File: config.mk
export PLATFORM = sky130hd
export DESIGN_NAME = lbc_scan
export DESIGN_NICKNAME = d
export VERILOG_FILES = /design/src/rtl/assert_macros.svh /design/src/rtl/lbc_pkg.sv /design/src/rtl/lbc_scan.sv
export SDC_FILE = /design/constraint.sdc
export NUM_CORES = 1
export LEC_CHECK = 0
export ABC_AREA = 1
export BUFFER_PORTS_ARGS = -buffer_cell sky130_fd_sc_hd__buf_2
export CORE_UTILIZATION = 50
export CTS_CLUSTER_DIAMETER = 30
export DETAILED_ROUTE_END_ITERATION = 12
export PLACE_DENSITY = 0.83
export REMOVE_ABC_BUFFERS = 1
export SLEW_MARGIN = 10
export SYNTH_ARGS = -nofsm -noshare
export SYNTH_HDL_FRONTEND = slang
export SYNTH_SLANG_ARGS = --single-unit
File: constraint.sdc
create_clock -name clk -period 5.6 [get_ports clk]
set_input_delay 1.12 -clock clk [delete_from_list [all_inputs] [get_ports clk]]
set_output_delay 1.12 -clock clk [all_outputs]
set_load 0.01 [all_outputs]
File: src/rtl/assert_macros.svh
`ifndef ASSERT_MACROS_SVH
`define ASSERT_MACROS_SVH

// checked only out of reset
`define LBC_ASSERT(lbl, prop, msg) \
  lbl: assert property (@(posedge clk) disable iff (rst) prop) else $error(msg);

// checked on every edge, reset included
`define LBC_ASSERT_ALWAYS(lbl, prop, msg) \
  lbl: assert property (@(posedge clk) prop) else $error(msg);

`endif

File: src/rtl/lbc_pkg.sv
`timescale 1ns / 1ps
package lbc_pkg;
  localparam int MAX_ENTRIES = 4096;
  localparam int BLOCK_WORDS = 32;
  localparam int SLOT_W      = $clog2(MAX_ENTRIES);
  localparam int WIDX_W      = $clog2(BLOCK_WORDS);
  localparam int WCNT_W      = $clog2(BLOCK_WORDS + 1);
  localparam int DATA_AW     = SLOT_W + WIDX_W;
  localparam int DATA_DEPTH  = MAX_ENTRIES * BLOCK_WORDS;
  localparam int ENT_W       = 13;
  localparam int TAG_W       = 12;
  localparam int STAMP_W     = 32;
  localparam int CNT_W       = 32;
  localparam int WORD_W      = 64;
  localparam int MIN_ENTRIES = 2;

  localparam logic [1:0] OP_LOOKUP = 2'd0;
  localparam logic [1:0] OP_INSERT = 2'd1;
  localparam logic [1:0] OP_UPDATE = 2'd2;

  typedef struct packed {
    logic               valid;
    logic [TAG_W-1:0]   tag;
    logic [STAMP_W-1:0] stamp;
  } meta_t;

  localparam int META_W = $bits(meta_t);

  typedef struct packed {
    logic              found;
    logic [SLOT_W-1:0] hit_slot;
    logic              inv_found;
    logic [SLOT_W-1:0] inv_slot;
    logic [SLOT_W-1:0] best_slot;
  } scan_res_t;

  typedef enum logic [2:0] {
    ST_IDLE,
    ST_SCAN,
    ST_DRAIN,
    ST_ACT,
    ST_WORD,
    ST_RESP,
    ST_RD,
    ST_LOAD
  } state_t;
endpackage

File: src/rtl/lbc_scan.sv
`timescale 1ns / 1ps
module lbc_scan (
  input  logic                      clk,
  input  logic                      start,
  input  logic                      rd_vld,
  input  logic [lbc_pkg::SLOT_W-1:0] rd_idx,
  input  lbc_pkg::meta_t            rd_meta,
  input  logic [lbc_pkg::TAG_W-1:0] key,
  output lbc_pkg::scan_res_t        res
);
  import lbc_pkg::*;

  logic               first;
  logic [STAMP_W-1:0] best_stamp;

  always_ff @(posedge clk) begin
    if (start) begin
      res.found     <= 1'b0;
      res.inv_found <= 1'b0;
      first         <= 1'b1;
    end else if (rd_vld) begin
      if (rd_meta.valid && rd_meta.tag == key && !res.found) begin
        res.found    <= 1'b1;
        res.hit_slot <= rd_idx;
      end
      if (!rd_meta.valid && !res.inv_found) begin
        res.inv_found <= 1'b1;
        res.inv_slot  <= rd_idx;
      end
      // strict compare keeps the lowest index on equal stamps
      if (first || rd_meta.stamp < best_stamp) begin
        res.best_slot <= rd_idx;
        best_stamp    <= rd_meta.stamp;
      end
      first <= 1'b0;
    end
  end
endmodule

==> results of run 1 <==
state kept, by name, indices dropped and copies added, names as in the netlist:
signal / flops
best_stamp: 32
first: 1
res: 38
cell usage after synthesis (2+ instances only):
master	count	area share
a211oi_1	4	0.0096
a21oi_1	15	0.024
a21oi_2	2	0.0056
dfxtp_1	3	0.019
edfxtp_1	68	0.65
ha_1	31	0.12
inv_1	48	0.058
nand2_1	31	0.037
nand4_1	4	0.0080
nor2_1	8	0.0096
nor3_1	3	0.0048
o21ai_0	5	0.0080
o21ai_1	2	0.0032
o22ai_1	2	0.0040
xnor2_1	3	0.0084
xor2_1	3	0.0084
placed cells by master (no fill, tap or decap), types with 3 or more instances in the layout:
master       n
edfxtp_1    68
a21oi_1     14
nor2_1       8
nand2_1     31
buf_2      109
inv_1       48
clkbuf_8    10
xor2_1       3
ha_1        31
dfxtp_1      3
a211oi_1     4
o21ai_0      5
nand4_1      4
bufinv_16    3
xnor2_1      3
kinds of logic (layout without fill, tap and decap cells):
logic type	count (synthesis)	after routing	synth area share
buf+inv	48	174	0.0576
fa+ha+maj	31	31	0.124
simple gates	51	51	0.0704
compound gates	32	32	0.0592
xor+xnor	6	6	0.0168
flops	71	71	0.672
stage by stage:
stage | util | area (sq um) | std cells | hold WS [ns]
finish | 0.674 | 4040 | 440 | 0.500
global route | 0.674 | 4040 | 440 | 0.551
detailed placement | 0.633 | 3790 | 424 | 0.492
floorplan | - | 3130 | 239 | 0.436
global placement | 0.633 | 3790 | 424 | 0.481
CTS | 0.674 | 4040 | 440 | 0.507
worst min-delay path by stage:
stage          startpoint       to
6_report          res[24]  res[24]
3_3_place_gp      res[24]  res[24]
4_1_cts           res[24]  res[24]
3_5_place_dp      res[24]  res[24]
2_1_floorplan       first    first
5_1_grt           res[37]  res[37]
power groups by stage:
| stage | Combinational, mW | Sequential [mW] | Clock (mW) |
|---|---|---|---|
| 6_report | 0.113 | 0.608 | 0.490 |
| 5_1_grt | 0.130 | 0.609 | 0.522 |
| 4_1_cts | 0.114 | 0.608 | 0.501 |
| 3_5_place_dp | 0.113 | 0.620 | 0 |
| 3_3_place_gp | 0.106 | 0.619 | 0 |
| 2_1_floorplan | 0.0529 | 0.624 | 0 |
critical path: stages:
cell	delay (ns)
buf_2	0.12
ha_1	0.33
a21oi_1	0.18
o21ai_0	0.13
a21oi_2	0.14
nand2_1	0.08
nand2_1	0.06
nand2_1	0.07
a21oi_4	0.58
buf_4	0.43
layer usage:
metal  vias to the layer above  share of wire  track usage
met3                        11          0.043       0.0404
met5                         -              0            0
met2                        73           0.54        0.368
met4                         0          0.022        0.114
met1                       987           0.40        0.215
li1                       1072              -            -
cell type report:
cell class	count	area [sq um]	share of cell area
inverter	48	180	0.0446
multi-input combinational	120	862	0.214
clock buffer	11	141	0.0350
clock inverter	5	104	0.0257
timing repair buffer	110	553	0.137
tap	75	93.8	0.0232
sequential	71	2100	0.521
==> impl_metrics.ini, run 1 <==
[critical_path]
cp.required_ns = 5.60
critical_path_class = input pin to register
worstPathMaxFanout = 24
reg2reg_from = best_stamp[9]
cp-start-kind = input pin
arrival_ns = 3.25
r2r_setup_slack_ns = 2.91
cp-end-kind = register
r2r_end = best_stamp[1]
cp-startpoint = rd_meta[9]
ff2ff_path_depth = 10
crit_path_end = best_stamp[1]

[pwr]
pwr-share-seq = 0.502
switching_share = 0.206
p_total_mw = 1.21
clkPwrFrac = 0.405
peakVddDrop_mv = 0.124
p_switching_uw = 249
pwr_density_cell_nw_per_um2 = 300
power_leakage_nw = 1.88
internal_power_uw = 961
p_comb_frac = 0.093

[timing]
min_period_ns = 3.25
timing.final.setup_violations = 0
finalMaxSlewViolations = 0
tightest_slew_ns = 1.08
clock_skew_ns = 0.00859
fin_ws_ns = 2.35
rsz0062_at_grt = no
slew_headroom = 0.280
fmax_ghz = 0.307
finalCritPeriodShare = 0.581
fin_setup_tns_ns = 0
hold_viol = 0

[die]
core-area_sq_um = 5990
die_h_microns = 81.1
rows = 28
die-area_sq_um = 6580
io_pins = 110
start_util = 0.522
dieWidth_microns = 81.1

[placement]
dpl_worst_slack_ns = 2.02
port_buffers = 109
hpwlAfterDp_mm = 4.67
globalplace.congestion = 0.749

[synthesis]
ys_seq_elements = 71
seq_area_frac_synth = 0.672
async_flop_share = 0
syn_inst = 239
synth-edff-count = 68
synth_flop_cell = edfxtp_1
syn_area_per_cell_sq_um = 13.1
yosysWarnings = 0
syn_area_sq_um = 3130
synth_cell_types = 23

[finish]
area_delta_synth_final_pct = 29.0
layout.nets = 463
diodes = 0
fillers = 451
drive_gt1_frac = 0.362

[clock_network]
cts_hold_buf = 0
cts_tree = done
cts_root_buffer = clkbuf_8
clock-sinks = 71
h-tree-depth = 3
clkTransAtPathRegs_ns = 0.07
numCtsBuffers = 9
clockBufferDepth = 2
post-cts-setup-buffer-count = 0
cts_resized = 0
insertion_delay_ns = 0.33

[routing]
drt-total-wl_mm = 6.04
wl_per_cell_microns = 13.7
drc = 0
via_per_inst = 4.87
drtIter0Drc = 125
ant_nets = 0
num_vias = 2143
first_pass_iters = 4

[global_route]
grt_overflow_total = 0
antenna_found_initial = 0
grt_max_degree = 25
globalRouteTotalUtil = 0.202
grt_pass1_vias = 2270
grt_pass1_wl_mm = 9.67

[hold_path]
hold_path_depth = 2
hp-class = register to register

[run_status]
status = completed

[job]
cap_viol_max_count = 0
(Power assumes the default switching activity.)
==> run 2: changes to the inputs <==
CORE_UTILIZATION = 45   (was 50)
PLACE_DENSITY = 0.79   (was 0.83)
clock period = 2.84 ns   (was 5.6 ns; I/O delays follow)
==> impl_metrics.ini, run 2 (synthesized netlist as in run 1, its figures left out) <==
[timing]
slew_headroom = 0.838
fmax_ghz = 0.485
timing.final.setup_violations = 0
min_period_ns = 2.06
fin_setup_tns_ns = 0
hold_viol = 0
rsz0062_at_grt = no
finalMaxSlewViolations = 0
tightest_slew_ns = 0.240
clock_skew_ns = 0.00904
finalCritPeriodShare = 0.726

[finish]
top_register = res
diodes = 0
drive_gt1_frac = 0.367
layout_common_cells = buf_2 (109), edfxtp_1 (68), inv_1 (48)
reg_top3 = res: 38 flops, best_stamp: 32 flops, first: 1 flops
largest_reg_flops = 38
area_delta_synth_final_pct = 29.6
layout.nets = 466
layout.cells.most_common = buf_2

[critical_path]
cp-end-kind = register
arrival_ns = 2.09
cp.required_ns = 2.87
critical_path_class = register to register
crit_buf_inv = 2
crit_family = simple AND/OR/NAND/NOR gates
worstPathCellList = inv_1, ha_1, a21oi_1, nor2_1, nor3_2, nand2_1, nand2_1, nand2_1, nand2_1, nand2_1, a21oi_4, buf_4
r2r_setup_slack_ns = 0.78
critPathMostFrequentCell = nand2_1
cp-start-kind = register
crit_slowest_cell = edfxtp_1
worstPathMaxFanout = 13
cpPeakStageDelay_ns = 0.36

[routing]
ant_nets = 0
wl_per_cell_microns = 12.7
drc = 0
via_per_inst = 4.73
first_pass_iters = 4
num_vias = 2121
drt-total-wl_mm = 5.68
drtIter0Drc = 56

[die]
start_util = 0.463
dieWidth_microns = 85.4
core-area_sq_um = 6760
die-area_sq_um = 7290
die_h_microns = 85.4
rows = 30
io_pins = 110

[placement]
globalplace.congestion = 0.684
port_buffers = 109
hpwlAfterDp_mm = 4.51

[clock_network]
clkTransAtPathRegs_ns = 0.07
post-cts-setup-buffer-count = 0
clockBufferDepth = 2
clock-sinks = 71
cts_tree = done
insertion_delay_ns = 0.33
numCtsBuffers = 9
cts_root_buffer = clkbuf_8
cts_resized = 0
h-tree-depth = 3
cts_hold_buf = 0

[global_route]
globalRouteTotalUtil = 0.166
grt_pass1_vias = 2114
grt_overflow_total = 0
grt_pass1_wl_mm = 9.20
grt_max_degree = 32
antenna_found_initial = 0

[pwr]
peakVddDrop_mv = 0.260
p_total_mw = 2.28
pwr_density_cell_nw_per_um2 = 563
power_leakage_nw = 1.88

[run_status]
status = completed

[job]
cap_viol_max_count = 0

[hold_path]
hp-class = input pin to register
run 2: final cells by class:
type | count | area, sq um
Clock buffer | 10 | 128
Clock inverter | 6 | 92.6
Fill cell | 538 | 2700
Inverter | 48 | 180
Multi-Input combinational cell | 120 | 862
Sequential cell | 71 | 2100
Tap cell | 80 | 100
Timing Repair Buffer | 113 | 588
run 2: final timing paths:
check	from	end	depth (start not counted)
worst min register to register	res[37]	res[37]	2
worst max-delay path	best_stamp[5]	best_stamp[15]	12
worst min-delay path	rd_meta[0]	best_stamp[0]	1
worst max register to register	best_stamp[5]	best_stamp[15]	12
run 2: metal layers:
layer / vias to the layer above / global-route usage / wire length, microns
li1: 1081 / - / -
met3: 9 / 0.0263 / 206
met2: 63 / 0.297 / 2960
met4: 0 / 0.0939 / 123
met1: 968 / 0.189 / 2390
met5: - / 0 / 0
run 2: where the power goes:
part           internal, mW  total, mW  switching, mW  leakage [nW]
Sequential             1.19       1.20        0.00874         0.653
Clock                 0.499      0.862          0.363         0.103
Combinational         0.100      0.223          0.123          1.12
Total                  1.79       2.28          0.495          1.88
run 2: per-stage QoR:
stage | cells | util | hold slack, ns | cell area [sq um] | worst slack, ns
3_5_place_dp | 432 | 0.567 | 0.493 | 3830 | 0.457
4_1_cts | 448 | 0.600 | 0.410 | 4050 | 0.786
3_3_place_gp | 432 | 0.567 | 0.479 | 3830 | 0.504
2_1_floorplan | 239 | - | 0.436 | 3130 | -1.12
6_report | 448 | 0.600 | 0.429 | 4050 | 0.777
5_1_grt | 448 | 0.600 | 0.412 | 4050 | 0.594
==> run 3: changes to the inputs <==
clock period = 1.85 ns   (was 2.84 ns; I/O delays follow)
==> impl_metrics.ini, run 3 (synthesized netlist as in run 1, its figures left out) <==
[timing]
fin_setup_tns_ns = -4.50
tightest_slew_ns = 0.235
hold_viol = 0
clock_skew_ns = 0.0108
min_period_ns = 1.98
timing.final.setup_violations = 44
fmax_ghz = 0.504
finalMaxSlewViolations = 0
slew_headroom = 0.842
fin_ws_ns = -0.134
rsz0062_at_grt = yes
finalCritPeriodShare = 1.07
worst_hold_slack_ns = 0.221

[finish]
final_cell_count_no_fill = 458
top_register = res
design_area_sq_um = 4270
drive_gt1_frac = 0.426
largest_reg_flops = 38
final_util = 0.631
diodes = 0
reg_top3 = res: 38 flops, best_stamp: 32 flops, first: 1 flops
area_delta_synth_final_pct = 36.4
layout.cells.most_common = buf_2
layout.nets = 476
layout_common_cells = buf_2 (109), edfxtp_1 (68), inv_1 (46)

[critical_path]
crit_family = buffers and inverters
cp-start-kind = register
cp-end-kind = register
critical_path_class = register to register
cpPeakStageDelay_ns = 0.36
crit_buf_inv = 5
arrival_ns = 2.03
worstPathCellList = inv_1, ha_1, nand2_2, inv_1, nand3_2, inv_2, a21oi_2, nand2_1, nand2_1, nand2_2, a21oi_4, buf_4, buf_12
worstPathMaxFanout = 17
crit_slowest_cell = edfxtp_1
cp.required_ns = 1.90

[clock_network]
cts_hold_buf = 0
cts_root_buffer = clkbuf_8
cts_tree = done
clkTransAtPathRegs_ns = 0.08
clockBufferDepth = 2
insertion_delay_ns = 0.34
numCtsBuffers = 9
h-tree-depth = 3
clock-sinks = 71

[die]
die_h_microns = 85.4
io_pins = 110
start_util = 0.463
dieWidth_microns = 85.4
die-area_sq_um = 7290
rows = 30
core-area_sq_um = 6760

[pwr]
clkPwrFrac = 0.395
power_leakage_nw = 1.96
p_total_mw = 3.70
p_switching_uw = 785
pwr-share-seq = 0.497
p_comb_frac = 0.108
internal_power_mw = 2.91
peakVddDrop_mv = 0.351
switching_share = 0.212
pwr_density_cell_nw_per_um2 = 866

[global_route]
grt_pass1_vias = 2051
grt_max_degree = 34
globalRouteTotalUtil = 0.168
grt_pass1_wl_mm = 9.13
grt_overflow_total = 0
antenna_found_initial = 0

[routing]
drc = 0
num_vias = 2189
wl_per_cell_microns = 13.3
first_pass_iters = 6
drtIter0Drc = 61
via_per_inst = 4.78
ant_nets = 0
drt-total-wl_mm = 6.08

[placement]
hpwlAfterDp_mm = 4.57
port_buffers = 109
dpl_worst_slack_ns = -0.294
dp_cells = 438
placed_cell_area_sq_um = 3880
globalplace.congestion = 0.765

[job]
cap_viol_max_count = 0

[run_status]
violations = setup timing
status = finished with violations

[hold_path]
hp-class = input pin to register
run 3: cell type report:
| type | count | area (sq um) |
|---|---|---|
| flip-flops and latches | 71 | 2100 |
| inverters | 48 | 180 |
| well taps | 80 | 100 |
| repair buffers | 123 | 692 |
| multi-input cells | 120 | 956 |
| clock buffers | 10 | 128 |
| clock inverters | 6 | 109 |
| fillers | 527 | 2490 |
run 3: power groups by stage:
stage          logic, mW  registers (mW)  clock network [mW]
2_1_floorplan      0.160            1.89                   0
6_report           0.399            1.84                1.46
3_5_place_dp       0.357            1.87                   0
4_1_cts            0.360            1.84                1.50
3_3_place_gp       0.342            1.87                   0
5_1_grt            0.448            1.84                1.55
run 3: worst paths after layout:
path / start / to / slack, ns / cells past startpoint
worst max-delay path: best_stamp[15] / best_stamp[21] / -0.13 / 13
worst max register to register: best_stamp[15] / best_stamp[21] / -0.13 / 13
worst min-delay path: rd_idx[10] / res[22] / 0.22 / 1
worst min register to register: res[37] / res[37] / 0.52 / 2
run 3: routing by layer:
metal	GRT usage	part of all wire
met5	0	0
met4	0.108	0.026
met3	0.0331	0.040
met2	0.291	0.53
met1	0.191	0.40
run 3: worst register-to-register path: cells and delay by family, from the launching register on:
kind                       cells  cell delay (ns)
DFF                            1             0.36
and+or+nand+nor                5             0.36
adders and majority gates      1             0.24
buffers and inverters          5             0.44
AOI/OAI and AO/OA              2             0.27
run 3: what timing repair did:
item / in CTS / in global routing
setup endpoints to repair: 44 / 44
resized for setup: 1 / 19
endpoints found under the hold margin: 0 / 0
cloned: 0 / 2
buffers inserted: 0 / 2
