`config.mk`:
```
export PLATFORM = sky130hd
export DESIGN_NAME = lbc_ram
export DESIGN_NICKNAME = d
export VERILOG_FILES = /design/src/rtl/assert_macros.svh /design/src/rtl/lbc_ram.sv
export SDC_FILE = /design/constraint.sdc
export NUM_CORES = 1
export LEC_CHECK = 0
export BUFFER_PORTS_ARGS = -buffer_cell sky130_fd_sc_hd__buf_2
export CAP_MARGIN = 5
export CORE_UTILIZATION = 60
export DETAILED_ROUTE_END_ITERATION = 12
export PLACE_DENSITY = 0.79
export SYNTH_ARGS = -nofsm -noshare
export SYNTH_HDL_FRONTEND = slang
export SYNTH_SLANG_ARGS = --single-unit
```
`constraint.sdc`:
```
create_clock -name clk -period 1.9 [get_ports clk]
set_input_delay 0.285 -clock clk [delete_from_list [all_inputs] [get_ports clk]]
set_output_delay 0.285 -clock clk [all_outputs]
set_load 0.01 [all_outputs]
```
`src/rtl/assert_macros.svh`:
```
`ifndef ASSERT_MACROS_SVH
`define ASSERT_MACROS_SVH

// checked only out of reset
`define LBC_ASSERT(lbl, prop, msg) \
  lbl: assert property (@(posedge clk) disable iff (rst) prop) else $error(msg);

// checked on every edge, reset included
`define LBC_ASSERT_ALWAYS(lbl, prop, msg) \
  lbl: assert property (@(posedge clk) prop) else $error(msg);

`endif

```
`src/rtl/lbc_ram.sv`:
```
`timescale 1ns / 1ps
module lbc_ram #(
  parameter int WIDTH = 8,
  parameter int DEPTH = 16
) (
  input  logic                     clk,
  input  logic                     we,
  input  logic [$clog2(DEPTH)-1:0] waddr,
  input  logic [WIDTH-1:0]         wdata,
  input  logic                     re,
  input  logic [$clog2(DEPTH)-1:0] raddr,
  output logic [WIDTH-1:0]         rdata
);
  logic [WIDTH-1:0] mem [DEPTH];

  always_ff @(posedge clk) begin
    if (we) begin
      mem[waddr] <= wdata;
    end
  end

  always_ff @(posedge clk) begin
    if (re) begin
      rdata <= mem[raddr];
    end
  end
endmodule

```
==> summary.txt, run 1 <==
status = finished clean
WL per Instance = 24.7 µm
All-Layer GR Usage = 25.2%
Clock Skew = 0.00572 ns
Pwr Density = 1090 nW/µm²
reg-to-reg slack, setup = 0.28 ns
worst r2r path cells = 3
fin util = 73.8%
largest net degree at the start of global routing = 33
worst-path cell chain = mux4_1 > a22oi_1 > nand2_1
die height = 95.3 µm
total gr overflow = 0
initial antenna violation count = 0
first drt pass iteration count = 4
CTS clk-pin slew, worst paths = 0.06 ns
type of origin of the critical path = flip-flop
hold slack = 0.145 ns
RSZ-0062 raised after global routing = no
Mapped Nets = 248
Vias = 2518
hold path startpoint = re
Power Total = 6730 µW
CTS buffer count = 17
Hold Crit Class = in -> reg
Die X = 95.3 µm
CORE AREA = 8340 µm²
mux share of post-synthesis cell area = 14.8%
num rows = 33
clock sinks = 136
clock share of power = 44.8%
final cell count without fillers = 404
sequential share of the synthesized area = 78.1%
Synth Instances = 229
maximum buffer depth of the clock tree = 2
switching power of the nets = 1370 µW
Die ar. = 9090 µm²
RR Startpoint = mem[0][2]
TNS Setup = 0 ns
number of synthesized register bits = 136
Adder-Cell Fraction of Synth Area = 0%
Slowest cell on crit path = mux4_1
capturing point of the worst reg2reg path = rdata[2]
post-detail-place hpwl = 5.97 mm
synthesized area per cell = 22.8 µm²
num ports = 27
vias per cell = 6.23
initial core utilization = 62.7%
Synth Cell Area = 5230 µm²
CP Capture Type = flip-flop
number of post-CTS setup repair buffers = 0
Slew headroom = 60.1%
CTS tree = done
leakage power figure = 0.00210 µW
final worst path period need = 1.62 ns
simple-gate share of the synthesized area = 3.14%
number of global-route vias before repair = 2551
P&R area growth vs syn = 17.8%
placed insts = 372
number of port buffers = 26
critical path's largest stage delay = 0.57 ns
xor/xnor cell area share of the yosys netlist = 0%
register share of total power = 50.6%
kind of critical path = reg -> reg
WHS Endpoint = rdata[7]
Fmax = 0.616 GHz
Worst VDD drop = 0.000671 V
wirelength, routed = 9.98 mm
combinational power share = 4.7%
DR iter-0 viols = 199
clk_lat worst skew = 0.51 ns
post-layout net count = 305
htree depth = 4
cts hold-fix bufs = 0
crit path DAT = 1.89 ns
antenna-violating nets left = 0
Compound-Gate Fraction of Synth Area = 2.30%
Unique masters post-synth = 18
largest family of logic cells by synthesized area = multiplexers
layout cells sized above 1 = 32.1%
Pint = 5360 µW
setup violators final = 0
switching share of power = 20.3%
Synth warnings = 0
post_cts resized = 0
n_diodes = 0
fill cell count = 474
first-pass GRT wire length = 15.0 mm
Least-Margin Pin Slew = 0.596 ns
required time worst endpoint = 2.16 ns
max-capacitance violation count = 0
clk root buf = clkbuf_8
final worst path period share = 85.5%
final hold violation count = 0
Max Slew Vio Count = 0
drt drc = 0
RePlAce Congestion = 0.761
critical path peak fanout = 1
worst hold stages = 1
power groups by stage:
stage	Clock [µW]	Combinational [µW]	Sequential, µW
floorplan	0	171	3460
global route	3170	341	3410
global placement	0	305	3460
CTS	3050	320	3400
detailed placement	0	314	3460
finish	3010	316	3400
critical path: cells and delay by family, from the launching register on:
| kind | cells | cell delay (ns) |
|---|---|---|
| simple gates | 1 | 0.09 |
| compound gates | 1 | 0.29 |
| mux | 1 | 0.57 |
| flops | 1 | 0.42 |
per-layer routing:
metal	wire length, µm	vias to the layer above	track usage (%)
met5	0	-	0
met4	215	0	13.4
met3	618	15	5.74
met2	5040	122	39.0
met1	4100	1282	33.9
li1	-	1099	-
logic make-up (layout without fill, tap and decap cells):
| kind of cell | count (synthesis) | count (layout) |
|---|---|---|
| AO/OA/AOI/OAI | 16 | 16 |
| AND/OR/NAND/NOR | 35 | 35 |
| flip-flops | 136 | 136 |
| multiplexers | 32 | 32 |
| buffers and inverters | 10 | 80 |
cell usage after synthesis:
master	n	area, µm²
nand3_1	1	5.00
buf_2	3	15.0
nand2_1	9	33.8
a22oi_1	16	120
or3b_2	1	8.76
buf_6	3	33.8
and2_1	1	6.26
nor3_1	4	20.0
nand3b_1	2	15.0
buf_4	1	7.51
nor2_1	13	48.8
nand2b_1	2	12.5
mux4_1	14	368
and2b_1	1	7.51
nor2b_1	1	6.26
clkdlybuf4s25_2	3	30.0
mux4_2	18	405
edfxtp_1	136	4080
cell type report:
class,instances,area (µm²),share of cell area [%]
multi-input combinational,83,1060,17.2
clock buffer,18,418,6.79
timing repair buffer,48,333,5.41
clock inverter,14,134,2.17
tap,105,131,2.13
sequential,136,4080,66.3
placed cells by master (no fill, tap or decap), drive strengths merged:
cell type  count
nor2b          1
buf           48
or3b           1
nand3b         2
clkbuf        18
edfxtp       136
nand2b         2
clkinv         7
mux4          32
nand3          1
bufinv         2
and2b          1
clkinvlp       5
nor2          13
a22oi         16
nand2          9
and2           1
nor3           4
metrics by stage:
step           area [µm²]  setup slack [ns]
6_report             6160             0.276
5_1_grt              6160             0.251
4_1_cts              6160             0.273
3_5_place_dp         5610            0.0763
3_3_place_gp         5610            0.0861
2_1_floorplan        5230             0.122
state kept, by name, indices dropped and copies added, names as in the netlist:
signal	flops
mem	128
rdata	8
worst max-delay path by stage:
stage	end	from	slack, ns	depth (start not counted)
6_report	rdata[2]	mem[0][2]	0.28	3
5_1_grt	rdata[2]	mem[1][2]	0.25	3
4_1_cts	rdata[2]	mem[1][2]	0.27	3
3_5_place_dp	rdata[1]	raddr[0]	0.08	5
3_3_place_gp	rdata[1]	raddr[0]	0.09	5
2_1_floorplan	mem[0][0]	waddr[2]	0.12	2
Power figures use the tool's default switching activity.
==> inputs of run 2 (changes only) <==
--- a/config.mk
+++ b/config.mk
@@ -9,7 +9,7 @@
 export CAP_MARGIN = 5
 export CORE_UTILIZATION = 60
 export DETAILED_ROUTE_END_ITERATION = 12
-export PLACE_DENSITY = 0.79
+export PLACE_DENSITY = 0.89
 export SYNTH_ARGS = -nofsm -noshare
 export SYNTH_HDL_FRONTEND = slang
 export SYNTH_SLANG_ARGS = --single-unit
==> run 2 against run 1 <==
Sequential power about the same. Clock power grew 13%. Setup slack gained 0.088 ns. Critical endpoint unchanged.
==> summary.txt, run 2 (synthesis results as in run 1) <==
cts hold-fix bufs = 0 (unchanged)
commonest non-fill, non-tap cell in the layout = edfxtp_1 (unchanged)
htree depth = 4 (unchanged)
critical path peak fanout = 1 (unchanged)
Vias = 2596 (was 2518)
worst hold stages = 1 (unchanged)
CP Capture Type = flip-flop (unchanged)
clk_lat worst skew = 0.53 ns (was 0.51 ns)
final cell count without fillers = 402 (was 404)
Slew headroom = 54.0% (was 60.1%)
storage element area = 4080 µm² (unchanged)
WHS Endpoint = rdata[3] (was rdata[7])
largest net degree at the start of global routing = 33 (unchanged)
post_cts resized = 0 (unchanged)
num rows = 33 (unchanged)
status = finished clean (unchanged)
final hold violation count = 0 (unchanged)
TNS Setup = 0 ns (unchanged)
number of global-route vias before repair = 2614 (was 2551)
final worst path period share = 80.9% (was 85.5%)
kind of critical path = reg -> reg (unchanged)
Die X = 95.3 µm (unchanged)
clock sinks = 136 (unchanged)
n_diodes = 0 (unchanged)
initial antenna violation count = 0 (unchanged)
RePlAce Congestion = 0.746 (was 0.761)
number of port buffers = 26 (unchanged)
CTS tree = done (unchanged)
CTS clk-pin slew, worst paths = 0.06 ns (about the same)
Die ar. = 9090 µm² (unchanged)
WL per Instance = 26.3 µm (was 24.7 µm)
number of post-CTS setup repair buffers = 0 (unchanged)
Max Slew Vio Count = 0 (unchanged)
maximum buffer depth of the clock tree = 2 (unchanged)
worst-path cell chain = mux4_1 > a22oi_1 > nand2_1 (unchanged)
Hold Crit Class = in -> reg (unchanged)
num ports = 27 (unchanged)
max-capacitance violation count = 0 (unchanged)
Power Total = 7120 µW (was 6730 µW)
leakage power figure = 0.00212 µW (was 0.00210 µW)
Least-Margin Pin Slew = 0.688 ns (was 0.596 ns)
die height = 95.3 µm (unchanged)
hold path startpoint = re (unchanged)
total gr overflow = 0 (unchanged)
type of origin of the critical path = flip-flop (unchanged)
required time worst endpoint = 2.17 ns (was 2.16 ns)
fill cell count = 427 (was 474)
wirelength, routed = 10.6 mm (was 9.98 mm)
CORE AREA = 8340 µm² (unchanged)
Pwr Density = 1150 nW/µm² (was 1090 nW/µm²)
first-pass GRT wire length = 15.8 mm (was 15.0 mm)
final worst path period need = 1.54 ns (was 1.62 ns)
worst r2r path cells = 3 (unchanged)
RR Startpoint = mem[4][2] (was mem[0][2])
capturing point of the worst reg2reg path = rdata[2] (unchanged)
Clock Skew = 0.00546 ns (was 0.00572 ns)
Fmax = 0.651 GHz (was 0.616 GHz)
Slowest cell on crit path = mux4_1 (unchanged)
Worst VDD drop = 0.000879 V (was 0.000671 V)
RSZ-0062 raised after global routing = no (unchanged)
P&R area growth vs syn = 18.7% (was 17.8%)
post-detail-place hpwl = 5.95 mm (was 5.97 mm)
leading cell types in the layout, fill and taps excluded = 136 x edfxtp_1, 26 x buf_2, 18 x mux4_2, 17 x buf_4 (was 136 x edfxtp_1, 26 x buf_2, 19 x buf_4, 18 x mux4_2)
setup violators final = 0 (unchanged)
reg-to-reg slack, setup = 0.36 ns (was 0.28 ns)
All-Layer GR Usage = 26.6% (was 25.2%)
first drt pass iteration count = 5 (was 4)
max reg flops = 128 (unchanged)
post-layout net count = 303 (was 305)
CTS buffer count = 17 (unchanged)
crit path DAT = 1.80 ns (was 1.89 ns)
drt drc = 0 (unchanged)
top flop regs = mem (128), rdata (8) (unchanged)
critical path's largest stage delay = 0.55 ns (was 0.57 ns)
placed insts = 370 (was 372)
antenna-violating nets left = 0 (unchanged)
Largest Register = mem (unchanged)
clk root buf = clkbuf_8 (unchanged)
layout cells sized above 1 = 32.0% (was 32.1%)
vias per cell = 6.46 (was 6.23)
footprint of the multi-input gates = 1060 µm² (unchanged)
DR iter-0 viols = 280 (was 199)
initial core utilization = 62.7% (unchanged)
run 2: changes by cell type in the layout (fill, tap and decap cells not counted):
| cell | before | now |
|---|---|---|
| clkinv_2 | 4 | 1 |
| inv_6 | 0 | 4 |
| clkbuf_1 | 1 | 0 |
| bufinv_16 | 2 | 4 |
| buf_4 | 19 | 17 |
| clkinvlp_4 | 5 | 3 |
run 2: how the worst max path moves through the flow:
stage,slack (ns),to,startpoint
floorplan,0.12,mem[0][0],waddr[2]
global placement,0.09,rdata[3],raddr[0]
detailed placement,0.07,rdata[3],raddr[0]
CTS,0.34,rdata[6],mem[9][6]
global route,0.35,rdata[6],mem[11][6]
finish,0.36,rdata[2],mem[4][2]
run 2: where the power goes:
group | internal (µW) | total, µW | leakage (µW) | switching [µW]
registers | 3380 | 3410 | 0.00124 | 23.9
logic | 137 | 317 | 0.000593 | 181
clock network | 2140 | 3400 | 0.000291 | 1260
total | 5650 | 7120 | 0.00212 | 1470
run 2: layer usage:
metal	wire length, µm	global-route usage [%]	part of all wire, %
met5	0	0	0
met4	187	12.2	1.8
met3	995	7.34	9.4
met2	5110	38.8	48
met1	4280	37.9	40
run 2: area by class of cell:
| cell class | instances | area share [%] |
|---|---|---|
| clock buffers | 17 | 6.68 |
| clock inverters | 15 | 3.21 |
| multi-input cells | 83 | 17.0 |
| flip-flops and latches | 136 | 65.8 |
| well taps | 105 | 2.12 |
| repair buffers | 46 | 5.12 |
run 2: through the flow:
stage	setup slack, ns	hold WS [ns]	utilization, %	area (µm²)
final	0.364	0.118	74.4	6200
after global routing	0.345	0.105	74.4	6200
after CTS	0.337	0.101	74.4	6200
after detailed placement	0.0710	0.654	67.0	5590
after global placement	0.0898	0.650	67.0	5590
after floorplan	0.122	0.384	-	5230
run 2: critical path, delay by kind of cell, from the launching register on:
family | cells | cell delay, ns
DFF | 1 | 0.40
muxes | 1 | 0.55
and+or+nand+nor | 1 | 0.10
AOI/OAI and AO/OA | 1 | 0.23
==> inputs of run 3 (changes only) <==
==> constraint.sdc (replaced) <==
create_clock -name clk -period 1.6 [get_ports clk]
set_input_delay 0.24 -clock clk [delete_from_list [all_inputs] [get_ports clk]]
set_output_delay 0.24 -clock clk [all_outputs]
set_load 0.01 [all_outputs]
==> run 3 against run 2 <==
Design area increased by 0.44%. Global-route usage decreased by 1.4 points. Clock skew increased by 0.0039 ns. Sequential share of layout area decreased by 0.29 points. Utilization increased by 0.33 points. Sequential power increased by 18%. Total power increased by 19%. Critical endpoint is now rdata[5]. Largest power group unchanged. Highest routed layer unchanged.
==> summary.txt, run 3 (synthesis results as in run 1) <==
CTS buffer count = 17 (unchanged)
TNS Setup = 0 ns (unchanged)
type of origin of the critical path = flip-flop (unchanged)
cts hold-fix bufs = 0 (unchanged)
clk_lat worst skew = 0.53 ns (about the same)
status = finished clean (unchanged)
crit path DAT = 1.78 ns (was 1.80 ns)
antenna-violating nets left = 0 (unchanged)
post-layout net count = 306 (was 303)
total gr overflow = 0 (unchanged)
first drt pass iteration count = 5 (unchanged)
Largest Register = mem (unchanged)
die height = 95.3 µm (unchanged)
final worst path period share = 94.0% (was 80.9%)
number of port buffers = 26 (unchanged)
number of global-route vias before repair = 2608 (was 2614)
hold slack = 0.0817 ns (was 0.118 ns)
DR iter-0 viols = 193 (was 280)
setup violators final = 0 (unchanged)
CTS tree = done (unchanged)
final worst path period need = 1.50 ns (was 1.54 ns)
wirelength, routed = 10.0 mm (was 10.6 mm)
initial core utilization = 62.7% (unchanged)
Slew headroom = 73.1% (was 54.0%)
leading cell types in the layout, fill and taps excluded = 136 x edfxtp_1, 26 x buf_2, 20 x buf_4, 18 x mux4_2 (was 136 x edfxtp_1, 26 x buf_2, 18 x mux4_2, 17 x buf_4)
RePlAce Congestion = 0.755 (was 0.746)
All-Layer GR Usage = 25.2% (was 26.6%)
Design Area, Final = 6230 µm² (was 6200 µm²)
vias per cell = 6.34 (was 6.46)
maximum buffer depth of the clock tree = 2 (unchanged)
Post-DP Area = 5620 µm² (was 5590 µm²)
Vias = 2562 (was 2596)
n_diodes = 0 (unchanged)
htree depth = 4 (unchanged)
CORE AREA = 8340 µm² (unchanged)
WL per Instance = 24.9 µm (was 26.3 µm)
kind of critical path = reg -> reg (unchanged)
max-capacitance violation count = 0 (unchanged)
largest net degree at the start of global routing = 20 (was 33)
num rows = 33 (unchanged)
max reg flops = 128 (unchanged)
Pwr Density = 1360 nW/µm² (was 1150 nW/µm²)
Least-Margin Pin Slew = 0.404 ns (was 0.688 ns)
number of post-CTS setup repair buffers = 0 (unchanged)
CP Capture Type = flip-flop (unchanged)
Power Total = 8460 µW (was 7120 µW)
P&R area growth vs syn = 19.2% (was 18.7%)
CTS clk-pin slew, worst paths = 0.06 ns (about the same)
Hold Crit Class = in -> reg (unchanged)
RSZ-0062 raised after global routing = no (unchanged)
Fmax = 0.665 GHz (was 0.651 GHz)
final hold violation count = 0 (unchanged)
top flop regs = mem (128), rdata (8) (unchanged)
layout cells sized above 1 = 33.4% (was 32.0%)
leakage power figure = 0.00213 µW (was 0.00212 µW)
Clock Skew = 0.00938 ns (was 0.00546 ns)
Die ar. = 9090 µm² (unchanged)
commonest non-fill, non-tap cell in the layout = edfxtp_1 (unchanged)
post_cts resized = 0 (unchanged)
required time worst endpoint = 1.87 ns (was 2.17 ns)
clk root buf = clkbuf_8 (unchanged)
critical path peak fanout = 1 (unchanged)
clock sinks = 136 (unchanged)
drt drc = 0 (unchanged)
num ports = 27 (unchanged)
post-detail-place hpwl = 6.04 mm (was 5.95 mm)
Max Slew Vio Count = 0 (unchanged)
first-pass GRT wire length = 14.8 mm (was 15.8 mm)
initial antenna violation count = 0 (unchanged)
Die X = 95.3 µm (unchanged)
Worst VDD drop = 0.000995 V (was 0.000879 V)
run 3: per-stage QoR:
step | std cells | setup WS, ns | utilization (%)
6_report | 404 | 0.0967 | 74.7
5_1_grt | 404 | 0.0213 | 74.7
4_1_cts | 404 | 0.0951 | 74.7
3_5_place_dp | 373 | -0.191 | 67.4
3_3_place_gp | 373 | -0.156 | 67.4
2_1_floorplan | 229 | 0.0776 | -
run 3: layout make-up:
cell class | instances | area, µm²
clock inverters | 14 | 199
repair buffers | 49 | 340
well taps | 105 | 131
multi-input cells | 83 | 1060
flip-flops and latches | 136 | 4080
clock buffers | 17 | 414
fillers | 458 | 2110
run 3: layer usage:
metal	share of wire, %	GRT usage, %
met5	0	0
met4	2.5	11.0
met3	8.4	8.21
met2	49	37.9
met1	40	34.1
run 3: worst max-delay path: stages (launching register included):
cell and delay (ns):
edfxtp_1 0.40, mux4_1 0.51, a22oi_1 0.26, nand2_1 0.09
run 3: path summary, 6_finish.rpt:
| check | to | startpoint | depth (start not counted) | slack, ns |
|---|---|---|---|---|
| worst max-delay path | rdata[5] | mem[2][5] | 3 | 0.1 |
| worst min-delay path | rdata[2] | re | 1 | 0.08 |
| worst max register to register | rdata[5] | mem[2][5] | 3 | 0.1 |
| worst min register to register | rdata[2] | mem[0][2] | 3 | 0.76 |
run 3: report_power, final:
| group | internal [µW] | total [µW] | switching, µW |
|---|---|---|---|
| Clock | 2540 | 4040 | 1510 |
| Combinational | 167 | 377 | 211 |
| Sequential | 4010 | 4040 | 25.1 |
| Total | 6720 | 8460 | 1740 |
